<file path="config.mk">
export PLATFORM = sky130hd
export DESIGN_NAME = vgm_apu_command_decoder
export DESIGN_NICKNAME = d
export VERILOG_FILES = /design/src/rtl/vgmcd_pkg.sv /design/src/rtl/vgm_apu_command_decoder.sv /design/src/rtl/vgmcd_parser.sv
export VERILOG_INCLUDE_DIRS = /design/src /design/src/rtl
export SDC_FILE = /design/constraint.sdc
export NUM_CORES = 2
export LEC_CHECK = 0
export BUFFER_PORTS_ARGS = -buffer_cell sky130_fd_sc_hd__buf_2
export CAP_MARGIN = 20
export CELL_PAD_IN_SITES_DETAIL_PLACEMENT = 0
export CELL_PAD_IN_SITES_GLOBAL_PLACEMENT = 1
export CORE_ASPECT_RATIO = 1.25
export CORE_MARGIN = 3
export CORE_UTILIZATION = 45
export DETAILED_ROUTE_END_ITERATION = 8
export HOLD_SLACK_MARGIN = 0.02
export PLACE_DENSITY_LB_ADDON = 0.1
export SYNTH_ARGS = -nofsm -noshare
export SYNTH_HDL_FRONTEND = slang
export SYNTH_HIERARCHICAL = 1
export SYNTH_SLANG_ARGS = --single-unit
</file>
<file path="constraint.sdc">
create_clock -name clk -period 8.55 [get_ports clk]
set_clock_uncertainty 0.05 [all_clocks]
set_input_delay 0 -clock clk [delete_from_list [all_inputs] [get_ports clk]]
set_output_delay 0 -clock clk [all_outputs]
set_load 0.005 [all_outputs]
</file>
<file path="src/rtl/assert_macros.svh">
// assertion macros for the decoder rtl
// expects signals named clk and rst_n in the scope of each use
`ifndef ASSERT_MACROS_SVH
`define ASSERT_MACROS_SVH

`ifndef SYNTHESIS

// same-cycle implication, checked out of reset
`define VGM_ASSERT_IMP(lbl, ante, cons) \
  lbl: assert property (@(posedge clk) disable iff (!rst_n) (ante) |-> (cons)) \
    else $error("assertion failed: implication");

// next-cycle implication, checked out of reset
`define VGM_ASSERT_NXT(lbl, ante, cons) \
  lbl: assert property (@(posedge clk) disable iff (!rst_n) (ante) |=> (cons)) \
    else $error("assertion failed: next-cycle implication");

`else

`define VGM_ASSERT_IMP(lbl, ante, cons)
`define VGM_ASSERT_NXT(lbl, ante, cons)

`endif

`endif

</file>
<file path="src/rtl/vgmcd_pkg.sv">
// shared types and constants for the command stream decoder
// no dependencies
`default_nettype none

package vgmcd_pkg;

  // result kinds
  localparam logic [1:0] KIND_WRITE    = 2'd0;
  localparam logic [1:0] KIND_WAIT     = 2'd1;
  localparam logic [1:0] KIND_FINISHED = 2'd2;
  localparam logic [1:0] KIND_ERROR    = 2'd3;

  // opcodes
  localparam logic [7:0] OP_END        = 8'h66;
  localparam logic [7:0] OP_REG_WRITE  = 8'hB4;
  localparam logic [7:0] OP_WAIT_N     = 8'h61;
  localparam logic [7:0] OP_WAIT_NTSC  = 8'h62;
  localparam logic [7:0] OP_WAIT_PAL   = 8'h63;
  localparam logic [7:0] OP_DATA_BLOCK = 8'h67;
  localparam logic [3:0] OP_SHORT_WAIT_HI = 4'h7;

  localparam logic [15:0] SAMPLES_NTSC = 16'd735;
  localparam logic [15:0] SAMPLES_PAL  = 16'd882;

  localparam logic [14:0] CHIP_BASE    = 15'h4000;
  localparam logic [31:0] CPS_RESET    = 32'd340446805;
  localparam logic [20:0] WAIT_MAX     = 21'h1FFFFF;

  // input word
  typedef struct packed {
    logic [7:0] stream_byte;
    logic       first_of_stream;
    logic       last_of_stream;
  } in_word_t;

  // result word
  typedef struct packed {
    logic [1:0]  result_kind;
    logic [14:0] chip_address;
    logic [7:0]  write_value;
    logic [20:0] wait_cycles;
    logic        stream_done;
  } out_word_t;

  // decoded step from parser to the wait-scaling stage
  typedef struct packed {
    logic        has_result;
    logic [1:0]  kind;
    logic [14:0] addr;
    logic [7:0]  value;
    logic [15:0] samples;
    logic        done;
  } step_t;

endpackage

`default_nettype wire

</file>
<file path="src/rtl/vgm_apu_command_decoder.sv">
// Command stream decoder for a sound-log byte stream.
// Input channel in_valid/in_ready/in_word: one stream byte per word, with
// first/last markers. First word of a stream clears any halt and parse state.
// Output channel out_valid/out_ready/out_word: at most one result per byte
// (register write, wait scaled from samples to CPU time, finished, or error).
// Config: cfg_we/cfg_data writes the Q8.24 cycles-per-sample register at once;
// write it only while the decoder is idle.
// A byte that completes a command passes through the parse register, then
// the output register behind the wait multiply, before its result shows on
// out_word.
// Throughput: one byte per cycle while the receiver keeps up.
// The wait scaling is one 16x32 multiply between the two pipeline registers.
// When out_ready is low, the output register holds and one more result may
// wait in the parse register; in_ready drops only when both are full, and
// then every byte waits, whether or not it gives a result.
// After a stream-ending result (finished, error, or any from the last word)
// the decoder drops bytes until a word marked first_of_stream arrives.
// Reset (rst_n low, synchronous) empties the pipeline, clears the parse
// state and restores cycles_per_sample to its default.
// depends on vgmcd_pkg, vgmcd_parser and assert_macros.svh
`default_nettype none
`include "assert_macros.svh"

module vgm_apu_command_decoder (
  input  wire logic                clk,
  input  wire logic                rst_n,
  input  wire logic                in_valid,
  output logic                     in_ready,
  input  wire vgmcd_pkg::in_word_t in_word,
  output logic                     out_valid,
  input  wire logic                out_ready,
  output vgmcd_pkg::out_word_t     out_word,
  input  wire logic                cfg_we,
  input  wire logic [31:0]         cfg_data
);

  logic              in_accept;
  logic              advance;
  vgmcd_pkg::step_t  step;
  vgmcd_pkg::step_t  s1_step_r;
  logic              s1_valid_r, s1_valid_nxt;
  logic              out_valid_r, out_valid_nxt;
  vgmcd_pkg::out_word_t out_word_r, out_word_nxt;
  logic [31:0]       cps_r;
  logic [47:0]       product;
  logic [20:0]       wait_sat;

  // handshake: parse register drains into the output register
  assign advance   = s1_valid_r && (!out_valid_r || out_ready);
  assign in_ready  = !s1_valid_r || advance;
  assign in_accept = in_valid && in_ready;

  vgmcd_parser u_parser (
    .clk    (clk),
    .rst_n  (rst_n),
    .accept (in_accept),
    .word   (in_word),
    .step   (step)
  );

  // cycles per sample register
  always_ff @(posedge clk) begin
    if (!rst_n) begin
      cps_r <= vgmcd_pkg::CPS_RESET;
    end else if (cfg_we) begin
      cps_r <= cfg_data;
    end
  end

  // parse register valid
  always_comb begin
    if (in_accept && step.has_result) begin
      s1_valid_nxt = 1'b1;
    end else if (advance) begin
      s1_valid_nxt = 1'b0;
    end else begin
      s1_valid_nxt = s1_valid_r;
    end
  end

  always_ff @(posedge clk) begin
    if (!rst_n) begin
      s1_valid_r <= 1'b0;
    end else begin
      s1_valid_r <= s1_valid_nxt;
    end
  end

  always_ff @(posedge clk) begin
    if (in_accept && step.has_result) begin
      s1_step_r <= step;
    end
  end

  // wait scaling: samples times Q8.24, floor, saturate to 21 bits
  assign product  = {32'd0, s1_step_r.samples} * {16'd0, cps_r};
  assign wait_sat = (|product[47:45]) ? vgmcd_pkg::WAIT_MAX : product[44:24];

  always_comb begin
    out_word_nxt.result_kind  = s1_step_r.kind;
    out_word_nxt.chip_address = s1_step_r.addr;
    out_word_nxt.write_value  = s1_step_r.value;
    out_word_nxt.wait_cycles  = wait_sat;
    out_word_nxt.stream_done  = s1_step_r.done;
  end

  // output register
  assign out_valid_nxt = advance ? 1'b1 : (out_ready ? 1'b0 : out_valid_r);

  always_ff @(posedge clk) begin
    if (!rst_n) begin
      out_valid_r <= 1'b0;
    end else begin
      out_valid_r <= out_valid_nxt;
    end
  end

  always_ff @(posedge clk) begin
    if (advance) begin
      out_word_r <= out_word_nxt;
    end
  end

  assign out_valid = out_valid_r;
  assign out_word  = out_word_r;

  // checks
  `VGM_ASSERT_IMP(a_wait_only_on_wait,
    out_valid_r && (out_word_r.result_kind != vgmcd_pkg::KIND_WAIT),
    out_word_r.wait_cycles == 21'd0)
  `VGM_ASSERT_IMP(a_end_kinds_done,
    out_valid_r && ((out_word_r.result_kind == vgmcd_pkg::KIND_ERROR) ||
                    (out_word_r.result_kind == vgmcd_pkg::KIND_FINISHED)),
    out_word_r.stream_done)
  `VGM_ASSERT_IMP(a_write_addr_base,
    out_valid_r && (out_word_r.result_kind == vgmcd_pkg::KIND_WRITE),
    out_word_r.chip_address[14])
  `VGM_ASSERT_NXT(a_s1_holds_on_stall, s1_valid_r && !advance, s1_valid_r)

endmodule

`default_nettype wire

</file>
<file path="src/rtl/vgmcd_parser.sv">
// byte-level command parser: parse state registers and one-byte decode step
// depends on vgmcd_pkg
`default_nettype none

module vgmcd_parser (
  input  wire logic               clk,
  input  wire logic               rst_n,
  input  wire logic               accept,
  input  wire vgmcd_pkg::in_word_t word,
  output vgmcd_pkg::step_t         step
);

  // parse phase codes
  localparam logic [3:0] PH_OPCODE     = 4'd0;
  localparam logic [3:0] PH_WR_ADDR    = 4'd1;
  localparam logic [3:0] PH_WR_VAL     = 4'd2;
  localparam logic [3:0] PH_WAIT_LO    = 4'd3;
  localparam logic [3:0] PH_WAIT_HI    = 4'd4;
  localparam logic [3:0] PH_BLK_COMPAT = 4'd5;
  localparam logic [3:0] PH_BLK_TYPE   = 4'd6;
  localparam logic [3:0] PH_BLK_SIZE   = 4'd7;
  localparam logic [3:0] PH_BLK_SKIP   = 4'd8;

  logic [3:0]  phase_r, phase_nxt;
  logic [7:0]  held_r, held_nxt;
  logic [31:0] remain_r, remain_nxt;
  logic [1:0]  idx_r, idx_nxt;
  logic        halted_r, halted_nxt;

  logic [3:0]  ph;
  logic [7:0]  held;
  logic [31:0] remain;
  logic [1:0]  idx;
  logic        hlt;
  logic [7:0]  b;
  logic        last;
  logic [31:0] assembled;
  logic [31:0] decremented;
  vgmcd_pkg::step_t res;

  assign b    = word.stream_byte;
  assign last = word.last_of_stream;

  // decode one byte against the current parse state
  always_comb begin
    ph     = phase_r;
    held   = held_r;
    remain = remain_r;
    idx    = idx_r;
    hlt    = halted_r;
    // first byte of a stream restarts the parse
    if (word.first_of_stream) begin
      ph     = PH_OPCODE;
      held   = 8'd0;
      remain = 32'd0;
      idx    = 2'd0;
      hlt    = 1'b0;
    end
    phase_nxt  = ph;
    held_nxt   = held;
    remain_nxt = remain;
    idx_nxt    = idx;
    halted_nxt = hlt;

    res            = '0;
    res.kind       = vgmcd_pkg::KIND_WRITE;
    assembled      = remain | ({24'd0, b} << {idx, 3'b000});
    decremented    = remain - 32'd1;

    if (!hlt) begin
      case (ph)
        PH_WR_ADDR, PH_WAIT_LO: begin
          held_nxt = b;
          if (last) begin
            phase_nxt      = PH_OPCODE;
            res.has_result = 1'b1;
            res.kind       = vgmcd_pkg::KIND_ERROR;
            res.done       = 1'b1;
          end else begin
            phase_nxt = (ph == PH_WR_ADDR) ? PH_WR_VAL : PH_WAIT_HI;
          end
        end
        PH_WR_VAL: begin
          phase_nxt      = PH_OPCODE;
          res.has_result = 1'b1;
          res.kind       = vgmcd_pkg::KIND_WRITE;
          res.addr       = vgmcd_pkg::CHIP_BASE + {7'd0, held};
          res.value      = b;
          res.done       = last;
        end
        PH_WAIT_HI: begin
          phase_nxt      = PH_OPCODE;
          res.has_result = 1'b1;
          res.kind       = vgmcd_pkg::KIND_WAIT;
          res.samples    = {b, held};
          res.done       = last;
        end
        PH_BLK_COMPAT, PH_BLK_TYPE: begin
          if (last) begin
            phase_nxt      = PH_OPCODE;
            res.has_result = 1'b1;
            res.kind       = vgmcd_pkg::KIND_ERROR;
            res.done       = 1'b1;
          end else if (ph == PH_BLK_COMPAT) begin
            phase_nxt = PH_BLK_TYPE;
          end else begin
            phase_nxt  = PH_BLK_SIZE;
            idx_nxt    = 2'd0;
            remain_nxt = 32'd0;
          end
        end
        PH_BLK_SIZE: begin
          remain_nxt = assembled;
          if (idx == 2'd3) begin
            idx_nxt = 2'd0;
            if (assembled == 32'd0) begin
              // empty block ends here
              phase_nxt = PH_OPCODE;
              if (last) begin
                res.has_result = 1'b1;
                res.kind       = vgmcd_pkg::KIND_FINISHED;
                res.done       = 1'b1;
              end
            end else if (last) begin
              phase_nxt      = PH_OPCODE;
              res.has_result = 1'b1;
              res.kind       = vgmcd_pkg::KIND_ERROR;
              res.done       = 1'b1;
            end else begin
              phase_nxt = PH_BLK_SKIP;
            end
          end else begin
            idx_nxt = idx + 2'd1;
            if (last) begin
              phase_nxt      = PH_OPCODE;
              res.has_result = 1'b1;
              res.kind       = vgmcd_pkg::KIND_ERROR;
              res.done       = 1'b1;
            end
          end
        end
        PH_BLK_SKIP: begin
          remain_nxt = decremented;
          if (decremented == 32'd0) begin
            phase_nxt = PH_OPCODE;
            if (last) begin
              res.has_result = 1'b1;
              res.kind       = vgmcd_pkg::KIND_FINISHED;
              res.done       = 1'b1;
            end
          end else if (last) begin
            phase_nxt      = PH_OPCODE;
            res.has_result = 1'b1;
            res.kind       = vgmcd_pkg::KIND_ERROR;
            res.done       = 1'b1;
          end
        end
        default: begin
          // opcode byte
          phase_nxt = PH_OPCODE;
          case (b)
            vgmcd_pkg::OP_END: begin
              res.has_result = 1'b1;
              res.kind       = vgmcd_pkg::KIND_FINISHED;
              res.done       = 1'b1;
            end
            vgmcd_pkg::OP_REG_WRITE, vgmcd_pkg::OP_WAIT_N,
            vgmcd_pkg::OP_DATA_BLOCK: begin
              if (last) begin
                res.has_result = 1'b1;
                res.kind       = vgmcd_pkg::KIND_ERROR;
                res.done       = 1'b1;
              end else if (b == vgmcd_pkg::OP_REG_WRITE) begin
                phase_nxt = PH_WR_ADDR;
              end else if (b == vgmcd_pkg::OP_WAIT_N) begin
                phase_nxt = PH_WAIT_LO;
              end else begin
                phase_nxt = PH_BLK_COMPAT;
              end
            end
            vgmcd_pkg::OP_WAIT_NTSC, vgmcd_pkg::OP_WAIT_PAL: begin
              res.has_result = 1'b1;
              res.kind       = vgmcd_pkg::KIND_WAIT;
              res.samples    = (b == vgmcd_pkg::OP_WAIT_NTSC) ?
                               vgmcd_pkg::SAMPLES_NTSC : vgmcd_pkg::SAMPLES_PAL;
              res.done       = last;
            end
            default: begin
              res.has_result = 1'b1;
              res.done       = 1'b1;
              if (b[7:4] == vgmcd_pkg::OP_SHORT_WAIT_HI) begin
                res.kind    = vgmcd_pkg::KIND_WAIT;
                res.samples = {12'd0, b[3:0]} + 16'd1;
                res.done    = last;
              end else begin
                res.kind    = vgmcd_pkg::KIND_ERROR;
              end
            end
          endcase
        end
      endcase
    end

    // any stream-ending result halts until the next first word
    if (res.has_result && res.done) begin
      halted_nxt = 1'b1;
    end
  end

  assign step = res;

  // parse state
  always_ff @(posedge clk) begin
    if (!rst_n) begin
      phase_r  <= PH_OPCODE;
      held_r   <= 8'd0;
      remain_r <= 32'd0;
      idx_r    <= 2'd0;
      halted_r <= 1'b0;
    end else if (accept) begin
      phase_r  <= phase_nxt;
      held_r   <= held_nxt;
      remain_r <= remain_nxt;
      idx_r    <= idx_nxt;
      halted_r <= halted_nxt;
    end
  end

endmodule

`default_nettype wire

</file>
=== Yosys cells after proc, flatten, opt, wreduce, memory -nomap -nowiden ===
Index checks and enable logic that the tools add are counted.

* Bits in registers: 170
* Bits of input ports: 47
* Output and inout bits: 49
* Word-level logic and storage cells: 118

* $add $sub $neg: 4
* $mul: 1
* Equal/unequal tests: 16
* Shift-type cells: 1
* Mux-type cells: 53
* Bitwise operators: 2
* Reduce and logical (&&, ||, !) cells: 23

{| class="wikitable"
|+ Operators by type and width
! operator !! count
|-
| two-way mux 32 bit || 4
|-
| case mux 32 bit (3 select lines) || 1
|-
| zero test 32 bit || 2
|-
| case mux 16 bit (2 select lines) || 2
|-
| multiplier 16 x 32 -> 48 bit || 1
|-
| two-way mux 4 bit || 11
|-
| two-way mux 43 bit || 1
|-
| equality test 8 x 7 -> 1 bit, second input constant || 5
|-
| OR 32 bit || 1
|-
| left shift 8 x 5 -> 32 bit || 1
|-
| subtractor 32 x 1 -> 32 bit, second input constant || 1
|-
| two-way mux 3 bit || 8
|-
| two-way mux 8 bit || 3
|-
| two-way mux 23 bit || 1
|-
| equality test 4 x 3 -> 1 bit, second input constant || 5
|-
| case mux 4 bit (5 select lines) || 1
|-
| two-way mux 17 bit || 1
|-
| adder 15 x 8 -> 15 bit, first input constant || 1
|-
| case mux 3 bit (5 select lines) || 1
|-
| two-way mux 2 bit || 6
|-
| OR reduction 2 bit || 5
|-
| two-way mux 9 bit || 1
|-
| case mux 3 bit (3 select lines) || 1
|-
| equality test 4 x 2 -> 1 bit, second input constant || 2
|-
| 19 further kinds || 34
|}

=== Depth between registers and ports, before layout ===
* Depth after elaboration: 10
* Mapped depth: 25
* Mapped depth without buffers: 22

=== Hierarchy ===
The synthesis kept the hierarchy.

{| class="wikitable"
|+ By module, submodules not included
! module !! instances !! cells each !! area an instance (um^2) !! sequential area each (um^2)
|-
| vgm_apu_command_decoder || 1 || 2111 || 20146.8 || 3353.2
|-
| vgmcd_parser || 1 || 670 || 4635.7 || 940.9
|}

=== Worst setup path after synthesis ===
Ideal clock, no wire load.

* Path type: register to register
* From: register cps_r[20]
* To: register out_word_r, in the netlist out_word[10], data pin
* Library setup time: 274 ps
* Arrival: 6049 ps
* Data required time: 8226 ps
* Setup slack: 2177 ps
* Cell stages (with the launch flop): 24
* Path buffers: 2
* Period minus slack after synthesis: 6373 ps
* Cell sequence: dfxtp_1 -> clkbuf_1 -> nand2_1 -> fa_1 -> inv_1 -> fa_1 -> inv_1 -> fa_1 -> inv_1 -> fa_1 -> fa_1 -> inv_1 -> fa_1 -> inv_1 -> ha_1 -> nand4_1 -> nor4_1 -> a21boi_0 -> nand4_1 -> a31oi_1 -> mux2i_1 -> nor3_1 -> clkbuf_1 -> nand3_1

* Longest elaborated chain between the ends: 2

{| class="wikitable"
|+ Ends and longest elaborated chain
! what !! line !! RTL
|-
| from (decl) || vgm_apu_command_decoder.sv:44 || <nowiki>logic [31:0] cps_r;</nowiki>
|-
| from (signal assigned) || vgm_apu_command_decoder.sv:64 || <nowiki>cps_r <= vgmcd_pkg::CPS_RESET;</nowiki>
|-
| from (signal assigned) || vgm_apu_command_decoder.sv:66 || <nowiki>cps_r <= cfg_data;</nowiki>
|-
| multiplier 16 x 32 -> 48 bit * || vgm_apu_command_decoder.sv:96 || <nowiki>assign product = {32'd0, s1_step_r.samples} * {16'd0, cps_r};</nowiki>
|-
| OR reduction 3 bit || vgm_apu_command_decoder.sv:97 || <nowiki>assign wait_sat = (|product[47:45]) ? vgmcd_pkg::WAIT_MAX : product[44:24];</nowiki>
|-
| to (signal assigned) || vgm_apu_command_decoder.sv:120 || <nowiki>out_word_r <= out_word_nxt;</nowiki>
|-
| to (decl) || vgm_apu_command_decoder.sv:43 || <nowiki>vgmcd_pkg::out_word_t out_word_r, out_word_nxt;</nowiki>
|}

Every way passes the cells marked *; elsewhere a longest branch is shown, timed or not.
A chain may end at the register's enable or synchronous reset.

=== Final worst setup path ===
* From: register s1_step_r[7] (netlist name)
* To: register out_word_r, in the netlist out_word[9], data pin

* Longest elaborated chain between the ends: 2

{| class="wikitable"
|+ Ends and longest elaborated chain
! what !! line !! RTL
|-
| from (decl) || vgm_apu_command_decoder.sv:40 || <nowiki>vgmcd_pkg::step_t s1_step_r;</nowiki>
|-
| from (signal assigned) || vgm_apu_command_decoder.sv:91 || <nowiki>s1_step_r <= step;</nowiki>
|-
| multiplier 16 x 32 -> 48 bit * || vgm_apu_command_decoder.sv:96 ||
|-
| OR reduction 3 bit || vgm_apu_command_decoder.sv:97 ||
|}

Marks and branches as above.

==> impl_metrics.yaml <==
critical_path:
  crit_slowest_cell: "edfxtp_1"
  cp_data_required_time_ns: 8.72
  timing.critical_path.from: "s1_step_r[7]"
  crit_fanout: 26
  critPathBufInv: 5
  reg2reg_from: "s1_step_r[7]"
  crit_type: "flop to flop"
  cpPeakStageDelay_ns: 1.05
  startpoint_type: "flop"
  rrSetupSlack_ns: 1.08
  cp-end-kind: "flop"
  path_cells: "nand2_1 > fa_1 > inv_1 > fa_1 > inv_1 > fa_1 > inv_1 > fa_1 > fa_1 > inv_1 > fa_1 > inv_1 > ha_1 > a21o_1 > a211oi_1 > nor4bb_1 > nand3_1 > a41o_2 > a21boi_0 > xor2_1 > nand3_1"
  r2r_end: "out_word[9]"
  arrival_ns: 7.64
  cp_top_family: "adder cells"
  reg2regPathDepth: 21
  cpMostUsedCell: "fa_1"
global_routing:
  grt_util_all_layers_pct: 27.0
  grt_pass1_wl_um: 121000
  grt_pass1_vias: 21300
  antenna_found_initial: 0
  grt_overflow: 0
  grt_max_degree: 47
sta:
  tightest_slew_ns: 1.11
  max_freq_mhz: 134
  finalSetupViolations: 0
  final.setup.tns_ns: 0
  fin_crit_sh_pct: 87.3
  slew_violations: 0
  rsz0062_at_grt: "no"
  hold_viol_final: 0
  period_minus_slack_ns: 7.47
  slew_headroom_pct: 25.7
pwr:
  leakage_uw: 0.0123
  powerDensity_nw_per_um2: 407
  ir_worst_vdd_v: 0.000368
run_status:
  status: "finished clean"
clocking:
  cts_resized: 0
  cts.path.max_buffers: 2
  cts_hold_buf: 56
  cts_buffers: 17
  clk_latency_ns: 0.49
  cts_tree: "done"
  cts.clk_slew.worst_paths_ns: 0.08
  cts_setup_buffers: 0
  clock-sinks: 170
  cts-root-buf: "clkbuf_16"
  h-tree-depth: 4
detailed_routing:
  firstDrtPassIters: 5
  antenna_left: 0
  wl_per_cell_um: 21.5
  drc_errors: 0
  drt_iter0_markers: 1057
  vias: 19800
  vias_per_cell: 5.57
  drt_wl_total_um: 76200
floorplanning:
  fp.dieW_um: 216
  dieArea_um2: 57900
  coreArea_um2: 54100
  initial_core_util_pct: 45.8
  ios: 96
  dieHeight_um: 268
  num_rows: 95
synth:
  yosys.area.top_type_share_pct: 33.7
  synth.top_cells.by_area: "fa_1 (34%), edfxtp_1 (11%), inv_1 (6.9%)"
  yosysUniqueCellTypes: 97
  syn_inst: 2781
  ys.flop_type: "edfxtp_1"
  synth_async_sr_flop_share_pct: 0
  yosysWarningCount: 6
  ys_ff_latch: 170
  synth_top_area_cell: "fa_1"
  synth_edf_count: 89
  syn-cell-area_um2: 24800
  synth_area_per_cell_um2: 8.91
  seq_area_frac_synth_pct: 17.3
cells_and_area:
  layout-drive-gt1-share_pct: 7.31
  nets: 3393
  fin_cells: 3546
  final_common_cell: "inv_1"
  mostFrequentLayoutCells: "inv_1 (454), nand2_1 (417), fa_1 (417)"
  areaGrowthSynthToFinish_pct: 8.27
flow_run:
  maxCapViolations: 0
placement:
  dp_hpwl_um: 59100
  io_buffer_count: 95
  dp_cells: 3455
  gp_congestion: 0.908
min_path:
  hold_path_class: "input port to flop"
  min_path_cells: 2
  min_to: "out_valid"
  min_from: "rst_n"
[area by class of cell]
cell class | count | area (um^2)
Antenna cell | 1 | 2.50
Clock buffer | 17 | 425
Clock inverter | 15 | 218
Fill cell | 5240 | 27300
Inverter | 457 | 1720
Multi-Input combinational cell | 1973 | 17900
Sequential cell | 170 | 4290
Tap cell | 727 | 910
Timing Repair Buffer | 186 | 1340
[stage by stage]
stage / worst slack [ns] / power, uW / utilization (%) / hold WS [ns] / instance area [um^2]
2_1_floorplan: 2.18 / 7390 / - / 0.0782 / 24800
3_3_place_gp: 1.05 / 10200 / 47.3 / 0.170 / 25600
3_5_place_dp: 1.09 / 10100 / 47.3 / 0.169 / 25600
4_1_cts: 1.03 / 11100 / 49.5 / 0.0324 / 26800
5_1_grt: 0.848 / 12000 / 49.6 / 0.0690 / 26800
6_report: 1.08 / 10900 / 49.6 / 0.0677 / 26800
[synthesized netlist by cell type, types with 10 or more instances]
library cell  instances
and3_1               15
ha_1                124
dfxtp_1              81
a31oi_1              14
nor4_1               17
xor2_1               10
a21o_1               15
inv_1               455
o21a_1               12
mux2i_1              36
nand2_1             417
edfxtp_1             89
xnor2_1              22
a211oi_1             11
a22oi_1              47
and2_1              210
fa_1                417
o21ai_0              66
nor2_1              108
nor2b_1              29
nand3_1              49
nand4_1              30
o22ai_1              12
clkbuf_1            152
or3_1                11
nor3_1               43
a21oi_1             105
[cell families after synthesis]
group | synth area share (%)
buf+inv | 10.5
other cells | 0.0151
mux | 1.45
fa+ha+maj | 39.9
xor+xnor | 1.13
simple gates | 19.7
compound gates | 9.92
flops | 17.3
[worst max path at each step]
| stage | end | slack, ns | cells past startpoint |
|---|---|---|---|
| floorplan | out_word[10] | 2.18 | 23 |
| global placement | out_word[9] | 1.05 | 21 |
| detailed placement | out_word[9] | 1.09 | 19 |
| CTS | out_word[9] | 1.03 | 19 |
| global route | out_word[10] | 0.85 | 21 |
| finish | out_word[9] | 1.08 | 21 |
[metal layers]
| layer | routed length (um) | vias to the layer above | GRT usage [%] |
|---|---|---|---|
| met5 | 0 | - | 0 |
| met4 | 3150 | 0 | 11.0 |
| met3 | 2550 | 167 | 2.96 |
| met2 | 42000 | 535 | 52.1 |
| met1 | 28500 | 10200 | 30.2 |
| li1 | - | 8899 | - |
[registers in the layout, summed over array words and instances, names as in the netlist]
| register | cells |
|---|---|
| cps_r | 32 |
| u_parser/halted_r | 1 |
| s1_step_r | 16 |
| out_word | 47 |
| u_parser/phase_r | 4 |
| out_valid | 1 |
| u_parser/remain_r | 32 |
| out_word_nxt | 26 |
| s1_valid_r | 1 |
| u_parser/held_r | 8 |
| u_parser/idx_r | 2 |
[report_power, final]
group / internal [uW] / switching [uW] / total, uW
combinational: 3320 / 5540 / 8860
clock: 431 / 431 / 862
sequential: 1090 / 117 / 1210
total: 4850 / 6090 / 10900
Power figures use the tool's default switching activity.
